## src/sv/iotbp_pkg.sv

```systemverilog
`timescale 1ns / 1ps

package iotbp_pkg;

  // result field widths
  localparam int LBN_W    = 21;
  localparam int BYTE_W   = 12;
  localparam int WORD_W   = 9;
  localparam int SHIFT_W  = 6;
  localparam int LEVEL_W  = 2;
  localparam int SLOT_W   = 3;
  localparam int INDEX_W  = 9;
  localparam int OFFSET_W = 32;

  localparam int RESULT_W = LBN_W + BYTE_W + WORD_W + SHIFT_W + LEVEL_W + SLOT_W
                            + 2 * INDEX_W + 1;
  localparam int TDATA_W  = ((RESULT_W + 7) / 8) * 8;

  // six bytes packed into a 48-bit word, byte 0 in the top byte
  localparam int BYTES_PER_WORD = 6;
  localparam logic [SHIFT_W-1:0] TOP_SHIFT = 6'd40;

  // n / 6 == (n * 43691) >> 18 for every n below 2**17
  localparam logic [15:0] WORD_RECIP       = 16'd43691;
  localparam int          WORD_RECIP_SHIFT = 18;

  localparam logic [LEVEL_W-1:0] LEVEL_DIRECT = 2'd0;
  localparam logic [LEVEL_W-1:0] LEVEL_SINGLE = 2'd1;
  localparam logic [LEVEL_W-1:0] LEVEL_DOUBLE = 2'd2;

  typedef struct packed {
    logic [LBN_W-1:0]   logical_block;
    logic [BYTE_W-1:0]  byte_in_block;
    logic [WORD_W-1:0]  word_in_block;
    logic [SHIFT_W-1:0] byte_shift;
    logic [LEVEL_W-1:0] level;
    logic [SLOT_W-1:0]  inode_slot;
    logic [INDEX_W-1:0] first_index;
    logic [INDEX_W-1:0] second_index;
    logic               too_large;
  } iotbp_path_t;

endpackage

```

## src/sv/iotbp_classify.sv

```systemverilog
`timescale 1ns / 1ps

// Word/shift split of the in-block byte and indirection walk of the block number.
module iotbp_classify #(
  parameter int QW              = 21,
  parameter int RBW             = 12,
  parameter int ADDR_SLOTS      = 8,
  parameter int INDIRECT_LEVELS = 2,
  parameter int INDEX_BITS      = 9
) (
  input  logic [QW-1:0]            lbn,
  input  logic [RBW-1:0]           rem,
  output iotbp_pkg::iotbp_path_t   path
);

  localparam int DIRECT  = ADDR_SLOTS - INDIRECT_LEVELS;
  localparam int EW      = (QW > 2 * INDEX_BITS) ? QW + 1 : 2 * INDEX_BITS + 1;
  localparam int WPW     = RBW + 16;
  localparam int WORD_RS = iotbp_pkg::WORD_RECIP_SHIFT;

  logic [WPW-1:0]            wprod;
  logic [WPW-WORD_RS-1:0]    word;
  logic [2:0]                pos;
  logic [EW-1:0]             lbn_e;
  logic [EW-1:0]             rest;
  logic [EW-1:0]             rest2;
  logic                      is_direct;
  logic                      single_hit;
  logic                      double_hit;

  assign wprod = WPW'(rem) * WPW'(iotbp_pkg::WORD_RECIP);
  assign word  = wprod[WPW-1:WORD_RS];
  // byte position in the word; word*6 as shift-and-add
  assign pos   = 3'(rem - RBW'({word, 2'b00}) - RBW'({word, 1'b0}));

  assign lbn_e      = EW'(lbn);
  assign is_direct  = lbn_e < EW'(DIRECT);
  assign rest       = lbn_e - EW'(DIRECT);
  assign single_hit = (rest >> INDEX_BITS) == '0;
  assign rest2      = rest - (EW'(1) << INDEX_BITS);
  assign double_hit = (INDIRECT_LEVELS >= 2) && ((rest2 >> (2 * INDEX_BITS)) == '0);

  always_comb begin
    path               = '0;
    path.logical_block = iotbp_pkg::LBN_W'(lbn);
    path.byte_in_block = iotbp_pkg::BYTE_W'(rem);
    path.word_in_block = iotbp_pkg::WORD_W'(word);
    path.byte_shift    = iotbp_pkg::TOP_SHIFT - iotbp_pkg::SHIFT_W'({pos, 3'b000});
    if (is_direct) begin
      path.level      = iotbp_pkg::LEVEL_DIRECT;
      path.inode_slot = iotbp_pkg::SLOT_W'(lbn);
    end else if (single_hit) begin
      path.level       = iotbp_pkg::LEVEL_SINGLE;
      path.inode_slot  = iotbp_pkg::SLOT_W'(ADDR_SLOTS - INDIRECT_LEVELS);
      path.first_index = iotbp_pkg::INDEX_W'(rest[INDEX_BITS-1:0]);
    end else if (double_hit) begin
      path.level        = iotbp_pkg::LEVEL_DOUBLE;
      path.inode_slot   = iotbp_pkg::SLOT_W'(ADDR_SLOTS - 1);
      path.first_index  = iotbp_pkg::INDEX_W'(rest2[2*INDEX_BITS-1:INDEX_BITS]);
      path.second_index = iotbp_pkg::INDEX_W'(rest2[INDEX_BITS-1:0]);
    end else begin
      path.too_large = 1'b1;
    end
  end

endmodule

```

## src/sv/inode_offset_to_block_path_core.sv

```systemverilog
`timescale 1ns / 1ps

// Channel   Dir  Beat         Contents
// s_axis    in   32-bit word  byte_offset
// m_axis    out  72-bit word  logical_block .. too_large, one result per offset
//
// Four register stages: input, 32x32 reciprocal product, remainder correction,
// result. One offset is taken every cycle while the result is not stalled.
// A stalled result holds in place while earlier stages keep filling their
// empty slots, so input stalls only once all four stages are full.
// Reset clears the stage valid bits only.
module inode_offset_to_block_path_core #(
  parameter int ADDR_SLOTS      = 8,
  parameter int INDIRECT_LEVELS = 2,
  parameter int INDEX_BITS      = 9,
  parameter int BLOCK_BYTES     = 3072
) (
  input  logic                               clk,
  input  logic                               rst,
  input  logic                               s_tvalid,
  output logic                               s_tready,
  input  logic [iotbp_pkg::OFFSET_W-1:0]     s_tdata,  // [31:0] byte_offset
  output logic                               m_tvalid,
  input  logic                               m_tready,
  // [20:0] logical_block, [32:21] byte_in_block, [41:33] word_in_block,
  // [47:42] byte_shift, [49:48] level, [52:50] inode_slot,
  // [61:53] first_index, [70:62] second_index, [71] too_large
  output logic [iotbp_pkg::TDATA_W-1:0]      m_tdata
);

  localparam int FL  = $clog2(BLOCK_BYTES + 1) - 1;  // floor(log2)
  localparam int SH  = 32 + FL;
  localparam int QW  = 32 - FL;
  localparam int RW  = $clog2(2 * BLOCK_BYTES);
  localparam int RBW = $clog2(BLOCK_BYTES);
  localparam logic [63:0] MULT = ((64'd1 << SH) - 64'd1) / BLOCK_BYTES;

  // stage 0: input
  logic                    v0;
  logic [31:0]             off0;
  // stage 1: approximate quotient, low in-block bits of the offset
  logic                    v1;
  logic [QW-1:0]           q1;
  logic [RW-1:0]           lo1;
  // stage 2: exact quotient and remainder
  logic                    v2;
  logic [QW-1:0]           q2;
  logic [RBW-1:0]          r2;
  // stage 3: result
  logic                    v3;
  iotbp_pkg::iotbp_path_t  res;

  logic                    rdy0, rdy1, rdy2, rdy3;
  logic [63:0]             prod;
  logic [RW-1:0]           qb;
  logic [RW-1:0]           r_raw;
  logic                    corr;
  iotbp_pkg::iotbp_path_t  path;

  assign rdy3 = !v3 || m_tready;
  assign rdy2 = !v2 || rdy3;
  assign rdy1 = !v1 || rdy2;
  assign rdy0 = !v0 || rdy1;
  assign s_tready = rdy0;

  // quotient estimate is low by at most one
  assign prod  = 64'(off0) * 64'(MULT[31:0]);
  assign qb    = RW'(q1[RW-1:0] * RW'(BLOCK_BYTES));
  assign r_raw = lo1 - qb;
  assign corr  = r_raw >= RW'(BLOCK_BYTES);

  iotbp_classify #(
    .QW              (QW),
    .RBW             (RBW),
    .ADDR_SLOTS      (ADDR_SLOTS),
    .INDIRECT_LEVELS (INDIRECT_LEVELS),
    .INDEX_BITS      (INDEX_BITS)
  ) u_classify (
    .lbn  (q2),
    .rem  (r2),
    .path (path)
  );

  always_ff @(posedge clk) begin
    if (rst) begin
      v0 <= 1'b0;
      v1 <= 1'b0;
      v2 <= 1'b0;
      v3 <= 1'b0;
    end else begin
      if (rdy0) v0 <= s_tvalid;
      if (rdy1) v1 <= v0;
      if (rdy2) v2 <= v1;
      if (rdy3) v3 <= v2;
    end
  end

  always_ff @(posedge clk) begin
    if (rdy0 && s_tvalid) begin
      off0 <= s_tdata;
    end
    if (rdy1 && v0) begin
      q1  <= prod[63:SH];
      lo1 <= off0[RW-1:0];
    end
    if (rdy2 && v1) begin
      q2 <= q1 + QW'(corr);
      r2 <= corr ? RBW'(r_raw - RW'(BLOCK_BYTES)) : RBW'(r_raw);
    end
    if (rdy3 && v2) begin
      res <= path;
    end
  end

  assign m_tvalid = v3;
  assign m_tdata  = iotbp_pkg::TDATA_W'({res.too_large, res.second_index, res.first_index,
                                         res.inode_slot, res.level, res.byte_shift,
                                         res.word_in_block, res.byte_in_block,
                                         res.logical_block});

  a_rem_in_range: assert property (@(posedge clk) disable iff (rst)
    v2 |-> (RW'(r2) < RW'(BLOCK_BYTES)))
    else $error("remainder not below block size");

  a_big_clears_path: assert property (@(posedge clk) disable iff (rst)
    (m_tvalid && res.too_large) |->
      (res.level == iotbp_pkg::LEVEL_DIRECT && res.inode_slot == '0 &&
       res.first_index == '0 && res.second_index == '0))
    else $error("too_large result carries path fields");

  a_direct_no_index: assert property (@(posedge clk) disable iff (rst)
    (m_tvalid && res.level == iotbp_pkg::LEVEL_DIRECT) |->
      (res.first_index == '0 && res.second_index == '0))
    else $error("direct block carries indirect indices");

  a_shift_on_byte: assert property (@(posedge clk) disable iff (rst)
    m_tvalid |-> (res.byte_shift[2:0] == 3'd0 && res.byte_shift <= iotbp_pkg::TOP_SHIFT))
    else $error("byte shift off a byte boundary");

  a_single_only_when_not_double: assert property (@(posedge clk) disable iff (rst)
    (m_tvalid && res.level == iotbp_pkg::LEVEL_SINGLE) |-> (res.second_index == '0))
    else $error("single indirect carries second index");

endmodule
```

## config.mk

```make
export PLATFORM = sky130hd
export DESIGN_NAME = inode_offset_to_block_path_core
export DESIGN_NICKNAME = d
export VERILOG_FILES = /design/src/sv/iotbp_pkg.sv /design/src/sv/iotbp_classify.sv /design/src/sv/inode_offset_to_block_path_core.sv
export SDC_FILE = /design/constraint.sdc
export NUM_CORES = 1
export LEC_CHECK = 0
export BUFFER_PORTS_ARGS = -buffer_cell sky130_fd_sc_hd__buf_2
export CORE_ASPECT_RATIO = 0.5
export CORE_MARGIN = 2
export CORE_UTILIZATION = 36
export CTS_CLUSTER_SIZE = 25
export DETAILED_ROUTE_END_ITERATION = 7
export GPL_TIMING_DRIVEN = 0
export PLACE_DENSITY = 0.58
export REMOVE_ABC_BUFFERS = 1
export SYNTH_ARGS = -nofsm -noshare
export SYNTH_HDL_FRONTEND = slang
export SYNTH_SLANG_ARGS = --single-unit
```

## constraint.sdc

```tcl
create_clock -name clk -period 8.7 [get_ports clk]
set_input_delay 0.87 -clock clk [delete_from_list [all_inputs] [get_ports clk]]
set_output_delay 0.87 -clock clk [all_outputs]
set_load 0.01 [all_outputs]
```

Word level (Yosys, flattened, before mapping)
Index checks and enable logic that the tools add are counted.
Operators by class
  multiplexer cells: 5
  reductions and logical operators: 16
  bitwise gates (word level): 1
  magnitude comparators: 2
  add/sub/neg operators: 8
  multipliers: 3
Operators with widths (count)
  32-bit by 31-bit multiplier with 63-bit output (second input constant): 1
  22-bit zero test: 2
  12-bit by 16-bit multiplier with 27-bit output (second input constant): 1
  23-bit 2-to-1 mux: 1
  21-bit by 3-bit subtractor with 22-bit output (second input constant): 1
  22-bit by 10-bit subtractor with 22-bit output (second input constant): 1
  21-bit by 1-bit adder with 21-bit output: 1
  21-bit by 3-bit < comparator with 1-bit output (second input constant): 1
  13-bit by 12-bit >= comparator with 1-bit output (second input constant): 1
  13-bit by 2-bit multiplier with 3-bit output (second input constant): 1
  13-bit 2-to-1 mux: 1
  13-bit subtractor: 1
  12-bit 2-to-1 mux: 1
  12-bit subtractor (second input constant): 1
  3-bit subtractor: 2
  6-bit subtractor (first input constant): 1
  1-bit logical AND: 4
  1-bit zero test: 4
  1-bit logical OR: 4
  3-bit 2-to-1 mux: 1
  3-bit OR reduction: 1
  2-bit OR reduction: 1
  1-bit 2-to-1 mux: 1
  1-bit inverter: 1
Word-level totals
  flip-flop bits (word level): 175
  logic and storage cells: 54
  input bits: 36
  output and inout port bits: 74

Depth between registers and ports, before layout
  word-level depth: 6
  depth in mapped cells: 26
  depth with buffers taken out: 26

Cells and area by module
A second synthesis with hierarchy kept.
Unflattened totals
  cell total of the unflattened synthesis: 2194
  area, all modules: 24380.9 µm²
By module, submodules not included
  inode_offset_to_block_path_core: instances 1, cells an instance 1755, area each 20629.8 µm², sequential area each 5215.0 µm²
  iotbp_classify: instances 1, cells an instance 439, area each 3751.1 µm², sequential area each 0.0 µm²

Worst setup path after synthesis
No wires, ideal clock.
  path type: reg-to-reg
  start point: register off0[12]
  end point: register q1[14], data pin
  stages on the path, launching flop included: 22
  path slack: 1.565 ns
  clock period less this slack: 7.135 ns
  required time: 8.440 ns
  path buffers: 0
  setup time: 0.260 ns
  arrival time: 6.875 ns
  cell sequence: edfxtp_1 -> ha_1 -> fa_1 -> inv_1 -> fa_1 -> fa_1 -> inv_1 -> fa_1 -> fa_1 -> fa_1 -> inv_1 -> fa_1 -> inv_1 -> ha_1 -> nand4_1 -> or4_1 -> a2111oi_0 -> a32oi_1 -> a31oi_1 -> a211oi_1 -> o31a_1 -> xnor2_1
Between the ends
  cells in the longest elaborated chain, start to end: 1
Ends and longest elaborated chain
  start: declaration: RTL line inode_offset_to_block_path_core.sv:40  | logic [31:0] off0;
  start signal: assignment: RTL line inode_offset_to_block_path_core.sv:100  | off0 <= s_tdata;
  32-bit by 31-bit multiplier with 63-bit output: RTL line inode_offset_to_block_path_core.sv:67  | assign prod = 64'(off0) * 64'(MULT[31:0]);
  net prod[57]: RTL line inode_offset_to_block_path_core.sv:54  | logic [63:0] prod;
  end signal: assignment: RTL line inode_offset_to_block_path_core.sv:103  | q1 <= prod[63:SH];
  end: declaration: RTL line inode_offset_to_block_path_core.sv:43  | logic [QW-1:0] q1;
The timed path passes the listed nets, and every way through them passes these cells.
A chain may end at the register's enable or synchronous reset.

Worst setup path after layout
  start point: register off0[9]
  end point: register q1[14], data pin
The elaborated chain is that of the path after synthesis.

==> flow_summary_export.csv <==
group,metric,value,unit
placement,hpwl,55.60,mm
sta,finClkSkew,0.02845,ns
final_layout,area_delta_synth_final,9.690,%
sta,hold_viol,0,
synth,ys_top_cells_by_area,"fa_1 32%, ha_1 22%, edfxtp_1 21%",
clock_network,clockRootBuffer,"clkbuf_16",
floorplan,die_w,369.9,um
setup_path,cp_data_arrival_time,8.59,ns
synth,ys_ff_latch,172,
synth,synth.avg_cell_area,11.13,um^2
drt,drt_iter0_markers,1072,
sta,fin_setup_tns,0,ns
clock_network,cts_max_level,4,
synth,synth_edf_count,168,
grt,grt_util_all_layers,18.82,%
sta,slew_headroom,37.07,%
hold_path,hold_depth,0,
sta,min_period,8.388,ns
clock_network,cts_buffers,17,
placement,routabilityCongestion,0.9586,
setup_path,path_cells,"ha_1, xor2_1, ha_1, nor2_1, fa_1, fa_1, inv_1, fa_1, fa_1, fa_1, inv_1, fa_1, inv_1, ha_1, nand4_1, or4_1, a2111oi_2, a32oi_1, a31oi_1, a211oi_1, o31a_1, xnor2_1",
drt,vias,15160,
grt,grt_overflow,0,
drt,first_pass_iters,5,
sta,fmax,119.2,MHz
clock_network,postCtsSetupBuffers,0,
clock_network,cts_tree,"done",
drt,antenna_left,0,
drt,vias_per_cell,4.773,
sta,finalSetupViolCount,0,
drt,routedWlPerCell,19.77,um
synth,synth_area_leader_cell,"fa_1",
synth,ys_warn_count,0,
run_status,outcome,"finished, final reports clean",
final_layout,antenna_cells,0,
setup_path,worstSetupStartpointType,"flop",
sta,tightest_slew,0.9438,ns
grt,grt_pass1_vias,16290,
sta,report.final.slew_viol_count,0,
final_layout,layout-drive-gt1-share,7.370,%
setup_path,crit_type,"flop to flop",
floorplan,fp.dieH,186.9,um
job,max_cap_viol_count,0,
grt,antenna_found_initial,0,
setup_path,cp-end-kind,"flop",
synth,async_reset_ff_share,0,%
clock_network,clk_latency,0.48,ns
synth,syn_inst,2165,
floorplan,dieArea,69140,um^2
setup_path,cp_num_buf_inv,3,
floorplan,ios,110,
setup_path,cp.depth,22,
setup_path,slowest_stage,"fa_1",
floorplan,std_cell_rows,66,
synth,synthDistinctLibCells,68,
floorplan,coreArea,65570,um^2
final_layout,nNetsFinal,3126,
sta,rsz0062_at_grt,"false",
setup_path,r2r_cells,22,
placement,port-buffer-count,106,
hold_path,min_path_type,"flop to flop",
drt,drc,0,
synth,synthesis.area,24090,um^2
grt,grt_start_max_net_pins,36,
clock_network,cts_max_path_buffers,2,
synth,synth_top_cell_area_share,31.82,%
synth,synthFlopType,"edfxtp_1",
grt,grt_pass1_wl,97.25,mm
setup_path,cp_top_family,"adder cells",
setup_path,worstPathMaxFanout,7,
setup_path,cp_data_required_time,8.90,ns
synth,seq_area_frac_synth,21.27,%
sta,period_share,96.42,%
clock_network,cts_sinks,172,
drt,drt_wl_total,62.81,mm
clock_network,clk_pin_slew,0.08,ns
floorplan,start_util,36.75,%
setup_path,crit_path_max_incr_delay,0.68,ns
setup_path,crit_top_cell,"fa_1",
cell families after synthesis:
logic type      count (synthesis)  synth area share (%)
simple gates                  253                 5.266
buf+inv                       618                 9.721
xor+xnor                      107                 3.889
flops                         172                 21.27
other cells                     1               0.01556
fa+ha+maj                     810                 54.00
compound gates                204                 5.842
placed cells by master, fill, tap and decap left out, types with 15 or more instances in the layout:
cell | synthesis | routed
nand2_1 | 56 | 56
nor3_1 | 17 | 17
nand3_1 | 27 | 27
xnor2_1 | 56 | 56
fa_1 | 383 | 383
a21oi_1 | 62 | 60
edfxtp_1 | 168 | 168
nand4_1 | 15 | 15
a21o_1 | 36 | 36
ha_1 | 427 | 427
nor2_1 | 67 | 67
xor2_1 | 51 | 51
buf_2 | 3 | 106
clkbuf_16 | 0 | 17
o21ai_0 | 28 | 27
inv_1 | 602 | 602
cells in the mapped netlist (all sizes together) (3+ instances only):
cell type    n
a2111oi      3
a211oi       5
a21o        36
a21oi       62
a221o        3
a22oi        3
a31oi        9
a32oi        3
a41oi        3
and2        11
and3         9
and4         4
buf          7
clkbuf       9
dfxtp        4
edfxtp     168
fa         383
ha         427
inv        602
nand2       56
nand2b       7
nand3       27
nand3b       4
nand4       16
nor2        67
nor2b       10
nor3        19
nor4        12
o2111ai      3
o211ai       3
o21a         5
o21ai       29
o22ai       10
o31a         4
or2          5
xnor2       56
xor2        51
per-layer routing:
layer,up-vias,global-route usage (%),part of all wire (%)
li1,7186,-,-
met1,7544,27.55,48
met2,395,28.22,43
met3,38,5.009,7.7
met4,0,3.080,1.1
met5,-,0,0
per-stage QoR:
step | instances | hold slack [ns] | setup slack, ns | cell area, um^2 | utilization, %
6_report | 3177 | 0.4550 | 0.3115 | 26430 | 40.31
3_3_place_gp | 3141 | 0.4338 | 0.03416 | 25660 | 39.13
5_1_grt | 3177 | 0.4565 | 0.002769 | 26430 | 40.31
3_5_place_dp | 3145 | 0.4370 | 0.04966 | 25770 | 39.31
4_1_cts | 3177 | 0.4573 | 0.03065 | 26420 | 40.29
2_1_floorplan | 2151 | 0.4268 | 1.568 | 24020 | -
area by class of cell:
class	count	area (um^2)
fill	6405	39140
multi-input combinational	1377	16680
sequential	172	5125
inverter	602	2260
tap	884	1106
timing repair buffer	110	610.6
clock buffer	17	425.4
clock inverter	15	220.2
final timing paths:
path,end,slack (ns),startpoint
setup / recovery,q1[14],0.31,off0[9]
hold / removal,r2[5],0.45,lo1[5]
setup reg to reg,q1[14],0.31,off0[9]
hold reg to reg,r2[5],0.45,lo1[5]
flip-flops by register name, indices dropped and copies added (netlist names):
register  count
off0         32
r2           12
v2            1
v0            1
m_tvalid      1
m_tdata      69
q2           21
q1           21
v1            1
lo1          13
timing repair:
action	4_1_cts	5_1_grt
setup endpoints to repair	1	8
hold buffers	0	0
pin swaps	0	0
resized for setup	1	4
Power is not shown: default switching activity piles up to over one toggle a cycle in this logic, so the estimate is an artifact.
